### config.mk
export PLATFORM = sky130hd
export DESIGN_NAME = date_add_days_top
export DESIGN_NICKNAME = d
export VERILOG_FILES = /design/src/rtl/core/dad_pkg.sv /design/src/rtl/core/dad_step.sv /design/src/rtl/core/date_add_days_top.sv
export SDC_FILE = /design/constraint.sdc
export NUM_CORES = 1
export LEC_CHECK = 0
export BUFFER_PORTS_ARGS = -buffer_cell sky130_fd_sc_hd__buf_2
export CAP_MARGIN = 20
export CORE_UTILIZATION = 53
export CTS_BUF_LIST = sky130_fd_sc_hd__clkbuf_16
export DETAILED_ROUTE_END_ITERATION = 8
export PLACE_DENSITY = 0.81
export RECOVER_POWER = 100
export SLEW_MARGIN = 20
export SYNTH_ARGS = -nofsm -noshare
export SYNTH_HDL_FRONTEND = slang
export SYNTH_SLANG_ARGS = --single-unit
### constraint.sdc
create_clock -name aclk -period 7.1 [get_ports aclk]
set_input_delay 0.355 -clock aclk [delete_from_list [all_inputs] [get_ports aclk]]
set_output_delay 0.355 -clock aclk [all_outputs]
set_load 0.02 [all_outputs]
### src/rtl/core/dad_pkg.sv
// Package for the date adder: field widths, the month-length table,
// the walk-step result struct and the sequencer state type.
// Used by dad_step and date_add_days_top; depends on nothing.
package dad_pkg;

    localparam int DAY_W   = 5;
    localparam int MONTH_W = 4;
    localparam int YEAR_W  = 14;
    localparam int COUNT_W = 16;
    localparam int YLEN_W  = 9;

    // Calendar constants.
    localparam logic [MONTH_W-1:0] JANUARY  = MONTH_W'(1);
    localparam logic [MONTH_W-1:0] FEBRUARY = MONTH_W'(2);
    localparam logic [MONTH_W-1:0] DECEMBER = MONTH_W'(12);
    localparam logic [DAY_W-1:0]   FEB_LEAP = DAY_W'(29);
    localparam logic [DAY_W-1:0]   FEB_NORM = DAY_W'(28);
    localparam logic [YLEN_W-1:0]  YEAR_LEAP = YLEN_W'(366);
    localparam logic [YLEN_W-1:0]  YEAR_NORM = YLEN_W'(365);

    // Divisibility by 25 through the multiplicative inverse of 25 modulo
    // 2**YEAR_W: y is a multiple of 25 exactly when y * INV25 (mod 2**14)
    // does not exceed (2**14 - 1) / 25.
    localparam logic [YEAR_W-1:0] INV25     = YEAR_W'(7209);
    localparam logic [YEAR_W-1:0] DIV25_MAX = YEAR_W'((2 ** YEAR_W - 1) / 25);

    // Sequencer states.
    typedef enum logic [1:0] {
        ST_IDLE,
        ST_CHECK,
        ST_WALK,
        ST_OUT
    } state_t;

    // Result of one pass through the shared step unit.
    typedef struct packed {
        logic [DAY_W-1:0]   dim;
        logic               done;
        logic [DAY_W-1:0]   day;
        logic [MONTH_W-1:0] month;
        logic [YEAR_W-1:0]  year;
        logic [COUNT_W-1:0] count;
    } step_t;

    // Fixed month lengths; February and codes that are no month read zero
    // here (February is patched by the leap rule in the step unit).
    function automatic logic [DAY_W-1:0] month_len(input logic [MONTH_W-1:0] m);
        logic [DAY_W-1:0] len;
        unique case (m)
            4'd1, 4'd3, 4'd5, 4'd7, 4'd8, 4'd10, 4'd12: len = DAY_W'(31);
            4'd4, 4'd6, 4'd9, 4'd11:                    len = DAY_W'(30);
            default:                                    len = '0;
        endcase
        return len;
    endfunction

endpackage

### src/rtl/core/dad_step.sv
// Shared step unit of the date adder: leap rule, month length, and one
// year, month or in-month advance of the date walk.
// Depends on dad_pkg.
module dad_step (
    input  logic [dad_pkg::DAY_W-1:0]   day_i,
    input  logic [dad_pkg::MONTH_W-1:0] month_i,
    input  logic [dad_pkg::YEAR_W-1:0]  year_i,
    input  logic [dad_pkg::COUNT_W-1:0] count_i,
    output dad_pkg::step_t              step_o
);
    import dad_pkg::*;

    logic [YEAR_W-1:0]  year_inv;
    logic               div4;
    logic               div16;
    logic               div25;
    logic               leap;
    logic [DAY_W-1:0]   dim;
    logic [YLEN_W-1:0]  ylen;
    logic [DAY_W-1:0]   left;
    logic               year_skip;
    logic               fits;
    logic [YEAR_W-1:0]  year_inc;

    // Leap rule: a multiple of 400, or of 4 but not of 100.
    assign year_inv = year_i * INV25;
    assign div4     = (year_i[1:0] == 2'b00);
    assign div16    = (year_i[3:0] == 4'b0000);
    assign div25    = (year_inv <= DIV25_MAX);
    assign leap     = (div16 && div25) || (div4 && !div25);

    // Length of the current month and of the current year.
    assign dim  = (month_i == FEBRUARY) ? (leap ? FEB_LEAP : FEB_NORM) : month_len(month_i);
    assign ylen = leap ? YEAR_LEAP : YEAR_NORM;

    // Days left in the month, and which kind of step applies.
    assign left      = dim - day_i;
    assign year_skip = (day_i == DAY_W'(1)) && (month_i == JANUARY) &&
                       (count_i >= COUNT_W'(ylen));
    assign fits      = (count_i <= COUNT_W'(left));
    assign year_inc  = year_i + YEAR_W'(1);

    // Next date and remaining count.
    always_comb begin
        step_o.dim   = dim;
        step_o.done  = (count_i == '0);
        step_o.day   = day_i;
        step_o.month = month_i;
        step_o.year  = year_i;
        step_o.count = count_i;
        priority if (year_skip) begin
            // From January 1 a whole year can be taken at once.
            step_o.count = count_i - COUNT_W'(ylen);
            step_o.year  = year_inc;
        end else if (fits) begin
            step_o.day   = day_i + count_i[DAY_W-1:0];
            step_o.count = '0;
        end else begin
            // Use up the month plus one day and land on the first of the next.
            step_o.count = count_i - COUNT_W'(left) - COUNT_W'(1);
            step_o.day   = DAY_W'(1);
            if (month_i == DECEMBER) begin
                step_o.month = JANUARY;
                step_o.year  = year_inc;
            end else begin
                step_o.month = month_i + MONTH_W'(1);
            end
        end
    end

endmodule

### src/rtl/core/date_add_days_top.sv
// Top level of the date adder: stream ports, date registers and the
// sequencer that drives the shared step unit.
// Depends on dad_pkg and dad_step.
//
// Usage: a start date and a day count enter on the s_ channel as one beat;
// the date that many days later leaves on the m_ channel as one beat, with
// m_tuser set when the start date was not a real date (it is then echoed).
// Sequence: the beat is loaded and the date is checked; a bad date goes
// straight to the result, else walk steps run until one sees the count
// run out, then the result is shown. A step takes a whole year when the
// walk stands on January 1 and the count covers that year, else at most
// one month, so the count of steps is at most about 12 + years + 12,
// close to 200 for the largest count.
// The step unit is shared by the check and every walk step, so the block
// holds one item at a time: s_tready is high only while idle, and a new beat
// is taken in the cycle after the result beat has been accepted.
// When the receiver stalls, the result stays on m_tdata and m_tuser until
// m_tready is seen. A synchronous low aresetn drops m_tvalid and returns
// the sequencer to idle.
module date_add_days_top (
    input  logic        aclk,
    input  logic        aresetn,
    input  logic        s_tvalid,
    output logic        s_tready,
    // s_tdata, from bit 0: start_day[5], start_month[4], start_year[14],
    // day_count[16], zero pad[1]
    input  logic [39:0] s_tdata,
    output logic        m_tvalid,
    input  logic        m_tready,
    // m_tdata, from bit 0: end_day[5], end_month[4], end_year[14], zero pad[1]
    output logic [23:0] m_tdata,
    // m_tuser, from bit 0: bad_date[1]
    output logic [0:0]  m_tuser
);
    import dad_pkg::*;

    state_t             state_reg, state_next;
    logic [DAY_W-1:0]   day_reg, day_next;
    logic [MONTH_W-1:0] month_reg, month_next;
    logic [YEAR_W-1:0]  year_reg, year_next;
    logic [COUNT_W-1:0] count_reg, count_next;
    logic               bad_reg, bad_next;
    step_t              step;
    logic               in_beat;
    logic               out_beat;
    logic               bad_now;

    // Shared step unit, fed from the date registers.
    dad_step u_step (
        .day_i   (day_reg),
        .month_i (month_reg),
        .year_i  (year_reg),
        .count_i (count_reg),
        .step_o  (step)
    );

    assign in_beat  = s_tvalid && s_tready;
    assign out_beat = m_tvalid && m_tready;

    // The start date is checked for a real month and for a day within its own month length.
    assign bad_now = (month_reg == '0) || (month_reg > DECEMBER) ||
                     (day_reg == '0) || (day_reg > step.dim);

    // Next-state logic.
    always_comb begin
        state_next = state_reg;
        unique case (state_reg)
            ST_IDLE:  if (in_beat) state_next = ST_CHECK;
            ST_CHECK: state_next = bad_now ? ST_OUT : ST_WALK;
            ST_WALK:  if (step.done) state_next = ST_OUT;
            ST_OUT:   if (out_beat) state_next = ST_IDLE;
            default:  state_next = ST_IDLE;
        endcase
    end

    // Handshake outputs.
    always_comb begin
        s_tready = 1'b0;
        m_tvalid = 1'b0;
        unique case (state_reg)
            ST_IDLE:  s_tready = 1'b1;
            ST_OUT:   m_tvalid = 1'b1;
            default: begin
                s_tready = 1'b0;
                m_tvalid = 1'b0;
            end
        endcase
    end

    // Datapath: load on the input beat, record the check, advance one step per walk cycle.
    always_comb begin
        day_next   = day_reg;
        month_next = month_reg;
        year_next  = year_reg;
        count_next = count_reg;
        bad_next   = bad_reg;
        if (in_beat) begin
            day_next   = s_tdata[4:0];
            month_next = s_tdata[8:5];
            year_next  = s_tdata[22:9];
            count_next = s_tdata[38:23];
            bad_next   = 1'b0;
        end else if (state_reg == ST_CHECK) begin
            bad_next = bad_now;
        end else if ((state_reg == ST_WALK) && !step.done) begin
            day_next   = step.day;
            month_next = step.month;
            year_next  = step.year;
            count_next = step.count;
        end
    end

    // Control state is reset; the date registers are payload.
    always_ff @(posedge aclk) begin
        if (!aresetn) begin
            state_reg <= ST_IDLE;
        end else begin
            state_reg <= state_next;
        end
    end

    always_ff @(posedge aclk) begin
        day_reg   <= day_next;
        month_reg <= month_next;
        year_reg  <= year_next;
        count_reg <= count_next;
        bad_reg   <= bad_next;
    end

    // Result beat straight from the date registers.
    assign m_tdata = {1'b0, year_reg, month_reg, day_reg};
    assign m_tuser = bad_reg;

endmodule

**Yosys cells after proc, flatten, opt, wreduce, memory -nomap -nowiden**

Memories as Yosys holds them, arrays and structs flattened. A register that Yosys moved wholly into a read port is not among the register bits.
Cells that the tools add are included.

- Add/sub/neg operators: 7
- $mul: 1
- Magnitude comparators: 5
- Equal/unequal tests: 14
- Multiplexer cells: 30
- Reductions and logical operators: 26

Operators by type and width:

| operator | number |
|---|---|
| two-way mux 16 bit | 4 |
| two-way mux 14 bit | 4 |
| two-way mux 30 bit | 1 |
| two-way mux 5 bit | 5 |
| two-way mux 4 bit | 5 |
| two-way mux 18 bit | 1 |
| greater-or-equal comparator 16 x 9 -> 1 bit | 1 |
| <= comparator 16 x 5 -> 1 bit | 1 |
| zero test 16 bit | 1 |
| subtractor 16 x 1 -> 16 bit (second input constant) | 1 |
| subtractor 16 x 5 -> 16 bit | 1 |
| subtractor 16 x 9 -> 16 bit | 1 |
| adder 14 x 1 -> 14 bit (second input constant) | 1 |
| <= comparator 14 x 10 -> 1 bit (second input constant) | 1 |
| multiplier 14 x 13 -> 14 bit (second input constant) | 1 |
| != test 2 bit (second input constant) | 6 |
| two-way mux 9 bit | 1 |
| zero test 4 bit | 2 |
| two-way mux 2 bit | 4 |
| one-hot mux 2 bit (4 select lines) | 1 |
| AND reduction 4 bit | 2 |
| logical AND 1 bit | 7 |
| AND reduction 3 bit | 2 |
| adder 5 bit | 1 |
| 19 further kinds | 28 |

- Register bits: 42
- ROM bits: 80
- Input bits: 44
- Output and inout port bits: 27
- Memories kept: 1

Memories:

| name | words | bits a word | read ports | clocked after Yosys merged registers in | write ports | line | RTL |
|---|---|---|---|---|---|---|---|
| (no name shown) | 16 | 5 | 1 | 1 | 0 | dad_pkg.sv:49 | `unique case (m)` |

**Depth between registers and ports, before layout**

- Depth in word-level cells: 15
- Gate-level depth with buffers: 28
- Gate-level depth less buffers: 28

**By module**

From an unflattened synthesis, not the netlist that was laid out.

- Cell total of the unflattened synthesis: 539
- Area, all modules: 5148.7 µm²

By module, submodules not included:

| module | times used | cells each | area an instance (µm²) |
|---|---|---|---|
| dad_step | 1 | 405 | 3114.2 |
| date_add_days_top | 1 | 134 | 2034.5 |

**Least setup slack after synthesis**

Ideal clock, no wire load.

- Kind: register -> register
- From: register year_reg[0]
- To: register month_reg[0] (enable)
- Arrival time: 6329 ps
- Data required time: 6727 ps
- Slack: 398 ps
- Cell stages (with the launch flop): 26
- Period minus slack after synthesis: 6702 ps
- Cells stage by stage: edfxtp_1 > fa_1 > ha_1 > ha_1 > inv_1 > fa_1 > fa_1 > inv_1 > ha_1 > a21oi_1 > xor2_1 > and3_1 > o21ai_0 > a41oi_1 > ha_1 > inv_1 > fa_1 > a21o_1 > a21oi_1 > xor2_1 > ha_1 > nand3_1 > nand3b_1 > o21ai_1 > nand2_1 > o22ai_1

- Word-level cells in the longest chain between the ends: 11

Ends and longest elaborated chain:

| what | line | RTL |
|---|---|---|
| from (decl) | date_add_days_top.sv:40 | `logic [YEAR_W-1:0] year_reg, year_next;` |
| from (signal assigned) | date_add_days_top.sv:125 | `year_reg <= year_next;` |
| multiplier 14 x 13 -> 14 bit | dad_step.sv:26 | `assign year_inv = year_i * INV25;` |
| <= comparator 14 x 10 -> 1 bit | dad_step.sv:29 | `assign div25 = (year_inv <= DIV25_MAX);` |
| zero test 1 bit | dad_step.sv:30 | `assign leap = (div16 && div25) \|\| (div4 && !div25);` |
| logical AND 1 bit | dad_step.sv:30 |  |
| logical OR 1 bit * | dad_step.sv:30 |  |
| two-way mux 1 bit | dad_step.sv:33 | `assign dim = (month_i == FEBRUARY) ? (leap ? FEB_LEAP : FEB_NORM) : month_len(month_i);` |
| two-way mux 5 bit | dad_step.sv:33 |  |
| subtractor 5 bit | dad_step.sv:37 | `assign left = dim - day_i;` |
| <= comparator 16 x 5 -> 1 bit | dad_step.sv:40 | `assign fits = (count_i <= COUNT_W'(left));` |
| != test 2 bit (no line) | - |  |
| AND reduction 4 bit (no line) * | - |  |
| to (signal assigned) | date_add_days_top.sv:124 | `month_reg <= month_next;` |
| to (decl) | date_add_days_top.sv:39 | `logic [MONTH_W-1:0] month_reg, month_next;` |

Mark *: on every way between the ends. The rest lies on a longest branch, timed or not.
A chain may end at the register's enable or synchronous reset.

**Worst setup path in the final report**

- From: register year_reg[0]
- To: register count_reg[5] (data pin)

- Word-level cells in the longest chain between the ends: 15

Ends and longest elaborated chain:

| what | line | RTL |
|---|---|---|
| multiplier 14 x 13 -> 14 bit | dad_step.sv:26 |  |
| <= comparator 14 x 10 -> 1 bit | dad_step.sv:29 |  |
| zero test 1 bit | dad_step.sv:30 |  |
| logical AND 1 bit | dad_step.sv:30 |  |
| logical OR 1 bit * | dad_step.sv:30 |  |
| two-way mux 1 bit | dad_step.sv:33 |  |
| two-way mux 5 bit | dad_step.sv:33 |  |
| subtractor 5 bit | dad_step.sv:37 |  |
| subtractor 16 x 5 -> 16 bit | dad_step.sv:60 | `step_o.count = count_i - COUNT_W'(left) - COUNT_W'(1);` |
| subtractor 16 x 1 -> 16 bit | dad_step.sv:60 |  |
| two-way mux 16 bit | dad_step.sv:55 | `end else if (fits) begin` |
| two-way mux 30 bit * | dad_step.sv:51 | `priority if (year_skip) begin` |
| two-way mux 16 bit * | date_add_days_top.sv:105 | `end else if ((state_reg == ST_WALK) && !step.done) begin` |
| two-way mux 16 bit * | date_add_days_top.sv:103 | `end else if (state_reg == ST_CHECK) begin` |
| two-way mux 16 bit * | date_add_days_top.sv:97 | `if (in_beat) begin` |
| via count_next[5] | date_add_days_top.sv:41 | `logic [COUNT_W-1:0] count_reg, count_next;` |
| to (signal assigned) | date_add_days_top.sv:126 | `count_reg <= count_next;` |
| to (decl) | date_add_days_top.sv:41 |  |

The timed path passes the listed nets; every way through them passes the cells marked *. The select of a mux whose other input is x is not followed.

==> summary.md <==
The combined area of the multi-input logic cells is 0.003203 mm², and the number of iterations in the first detailed-routing pass is 5. The routed design has 11.57 mm of wire. Sorting the synthesized cells by area gives the leading types as edfxtp_1, ha_1, fa_1.

The path category of the worst min-delay check is input port to register. The final cell utilization of the core was 0.6168. Summed over all layers, the global routing overflow is 0. Counting along the longest clock path gives a buffer depth of 2. For this run, the post-layout net count is 722. STA classifies the critical path endpoint as a register. The number of nets handed over by synthesis was 654.

The checks that failed: max-capacitance violations, max-slew violations. The proportion of synthesized flip-flops having asynchronous set or reset came out at 0. The H-tree generated during clock tree synthesis spans 2 levels. The die covers 0.009291 mm². The overall fraction of global-route tracks in use is 0.2551. Clock-pin slew was measured on the worst setup and hold paths at 70 ps. Critical setup path kind: register to register. The number of distinct library cell variants in the gate-level netlist after synthesis was 59; the clock sink total was 44.

Entering global routing, the biggest net connects 57 pins. Total number of vias: 4,175. The DRC violation total after the first TritonRoute iteration is 203, and the synthesized instance count is 530. Of all nets on the critical path, the largest fanout is 6. The filler cell count in the final layout is 734, and the average cell area after synthesis is 8.909 µm².

The run gives 0.9156 as the placer's final routability congestion estimate. Synthesis inferred 44 register bits. The commonest cells after synthesis are ha_1, inv_1, nand2_1, edfxtp_1, o21ai_0.

The startpoint kind of the worst setup timing path was a register. The via count of the first global-routing pass was 4,062. Number of buffers inserted by port buffering: 68. The post-route clock period utilization is 0.9587.

For the sequential fraction of the synthesis area, the log shows 0.2692. Summed over all nets, the half-perimeter wirelength after detailed placement is 8.640 mm. In this run the standard cell core region covers 0.008678 mm². The compound-gate portion of the synthesized area is 0.1860, and the clock period minus final worst setup slack is 6807 ps. Summed over all instances, the cell type with the most area after synthesis is edfxtp_1. The floorplan step set the die height to 96.39 µm. The highest clock rate was 146.9 MHz; the remaining max-slew budget at the tightest pin was -0.03004.

At the pin with the least slew margin, the transition time is 1545 ps. The share of the synthesized netlist area taken by xor and xnor gates was 0.07154; the overall die width was 96.39 µm. The run gives 290 ps as the source-to-sink clock delay at the later pin of the worst-skew pair. The initial antenna violation count is 0.

The multiplexer share of the synthesized area came out at 0.02279. The run gives 35 as the count of pins over their slew limit. The total area of sequential cells came out at 0.001271 mm². The synthesis-to-layout area growth is 13.35%. The tree is rooted in a clkbuf_16. 71 I/O pins were placed. The final antenna diode count is 0. The synthesized-area fraction occupied by and/or/nand/nor cells was 0.1510. The detailed-route DRC error count is 0, and the share of post-route cells with drive strength above 1 is 0.1336. The adder-cell share of the synthesized area was 0.2358; the area share of the largest cell type after synthesis was 0.2480.

The first global-routing pass estimated 18.29 mm of wire. The max-cap check violation count was 1; the slack of the worst reg-to-reg path was 290 ps. Yosys printed 0 warnings. The run gives 0 ps as the sum of negative setup slack. For the arrival time of data at the critical path endpoint, the log shows 6970 ps. For the number of failing hold endpoints at the final stage, the log shows 0. The flow ran to the end, but the final reports show violations. The flip-flop count of the largest register, all copies and words added was 16; the average wire per standard cell was 16.37 µm. In this run the cell area of the synthesized design comes to 0.004722 mm².

TritonCTS built the clock tree. Dominant combinational cell family by area after synthesis: adder cells. The tools report the number of clock buffers inserted by TritonCTS as 5. The number of placement rows was 34. In the post-synthesis netlist, the cell with the most instances is ha_1.

STA puts the critical path data required time at 7260 ps. Counting flops with a built-in enable in the synthesized netlist gives 39. In the synthesized netlist the dominant register cell turns out to be edfxtp_1. The routed via count divided by cell count is 5.905. The count of nets left with antenna violations after detail routing was 0; the number of endpoints failing setup at the final stage was 0. The initial cell density of the core was 0.5441.

Between clock sinks in the finished design, the worst skew comes to 6.537 ps.
-- metrics by stage --
step	hold WS, ps	instance area [µm²]	setup slack (ps)	std cells
6_report	297.4	5353	293.2	707
5_1_grt	323.9	5353	-29.00	707
4_1_cts	303.7	5339	180.0	706
3_5_place_dp	493.0	5202	198.5	698
3_3_place_gp	460.4	5202	375.3	698
2_1_floorplan	483.2	4722	397.7	530
-- critical path, cell delays in order, from the launching register on --
cell      delay, ps
edfxtp_1        420
fa_1            530
ha_1            310
ha_1            280
inv_1            50
fa_1            510
fa_2            570
inv_1            50
ha_2            320
nor3b_1         150
nor2_1           80
a21oi_1          70
nor3_1          130
o21ai_0         140
a41oi_1         230
ha_1            170
inv_1            70
fa_1            410
a21o_1          190
a21oi_1         160
xor2_1          210
ha_1            290
nand3_1         120
nand3b_1        140
o21a_4          260
or3_1           380
a311oi_2        310
a21o_1          120
-- cell families (layout without fill, tap and decap cells) --
kind of cell	Yosys count	after routing
AOI/OAI and AO/OA	132	132
xor gates and xnor gates	37	37
adders and majority gates	80	80
and+or+nand+nor	149	149
DFF	44	44
muxes	10	10
buffers and inverters	77	146
other	1	1
-- layout by cell type (no fill, tap or decap), drive strengths merged, types with 5 or more instances in the layout --
cell type and count:
fa 15, nand3 16, a21oi 30, dfxtp 5, nand2 58, mux2i 7, o211ai 7, a31oi 7
a21o 15, o21ai 32, nand4 5, o21a 5, nor4 7, inv 60, edfxtp 39, ha 65
nor3 6, nor2 30, o31ai 7, clkbuf 30, buf 55, xor2 16, xnor2 20
-- path summary, 6_finish.rpt --
kind	from	to	cells after the start
worst min-delay path	aresetn	state_reg[1]$_SDFFE_PN0P_	2
worst max-delay path	year_reg[0]$_DFFE_PP_	count_reg[5]$_DFFE_PP_	27
worst max register to register	year_reg[0]$_DFFE_PP_	count_reg[5]$_DFFE_PP_	27
worst min register to register	m_tuser$_SDFFE_PP0P_	m_tuser$_SDFFE_PP0P_	2
-- layer usage --
layer  GRT usage  up-vias  routed length (µm)
met4     0.08946        0                 273
met5           0        -                   0
met3     0.03599       27                 662
met2      0.4545      139                5813
li1            -     2039                   -
met1      0.3147     1970                4821
-- layout make-up --
cell class,instances,area share
multi-input cells,409,0.5984
repair buffers,80,0.07270
clock buffers,5,0.02338
clock inverters,3,0.002104
flip-flops and latches,44,0.2375
well taps,108,0.02525
inverters,58,0.04067
-- timing repair --
action | in CTS | in global routing
resized for setup | 0 | 12
hold buffers | 0 | 0
endpoints found under the setup margin | 0 | 33
buffers inserted | 0 | 1
Power is left out: the tool's default activity adds up to more than one toggle a clock period on the data nets, which glitch-free logic cannot reach.
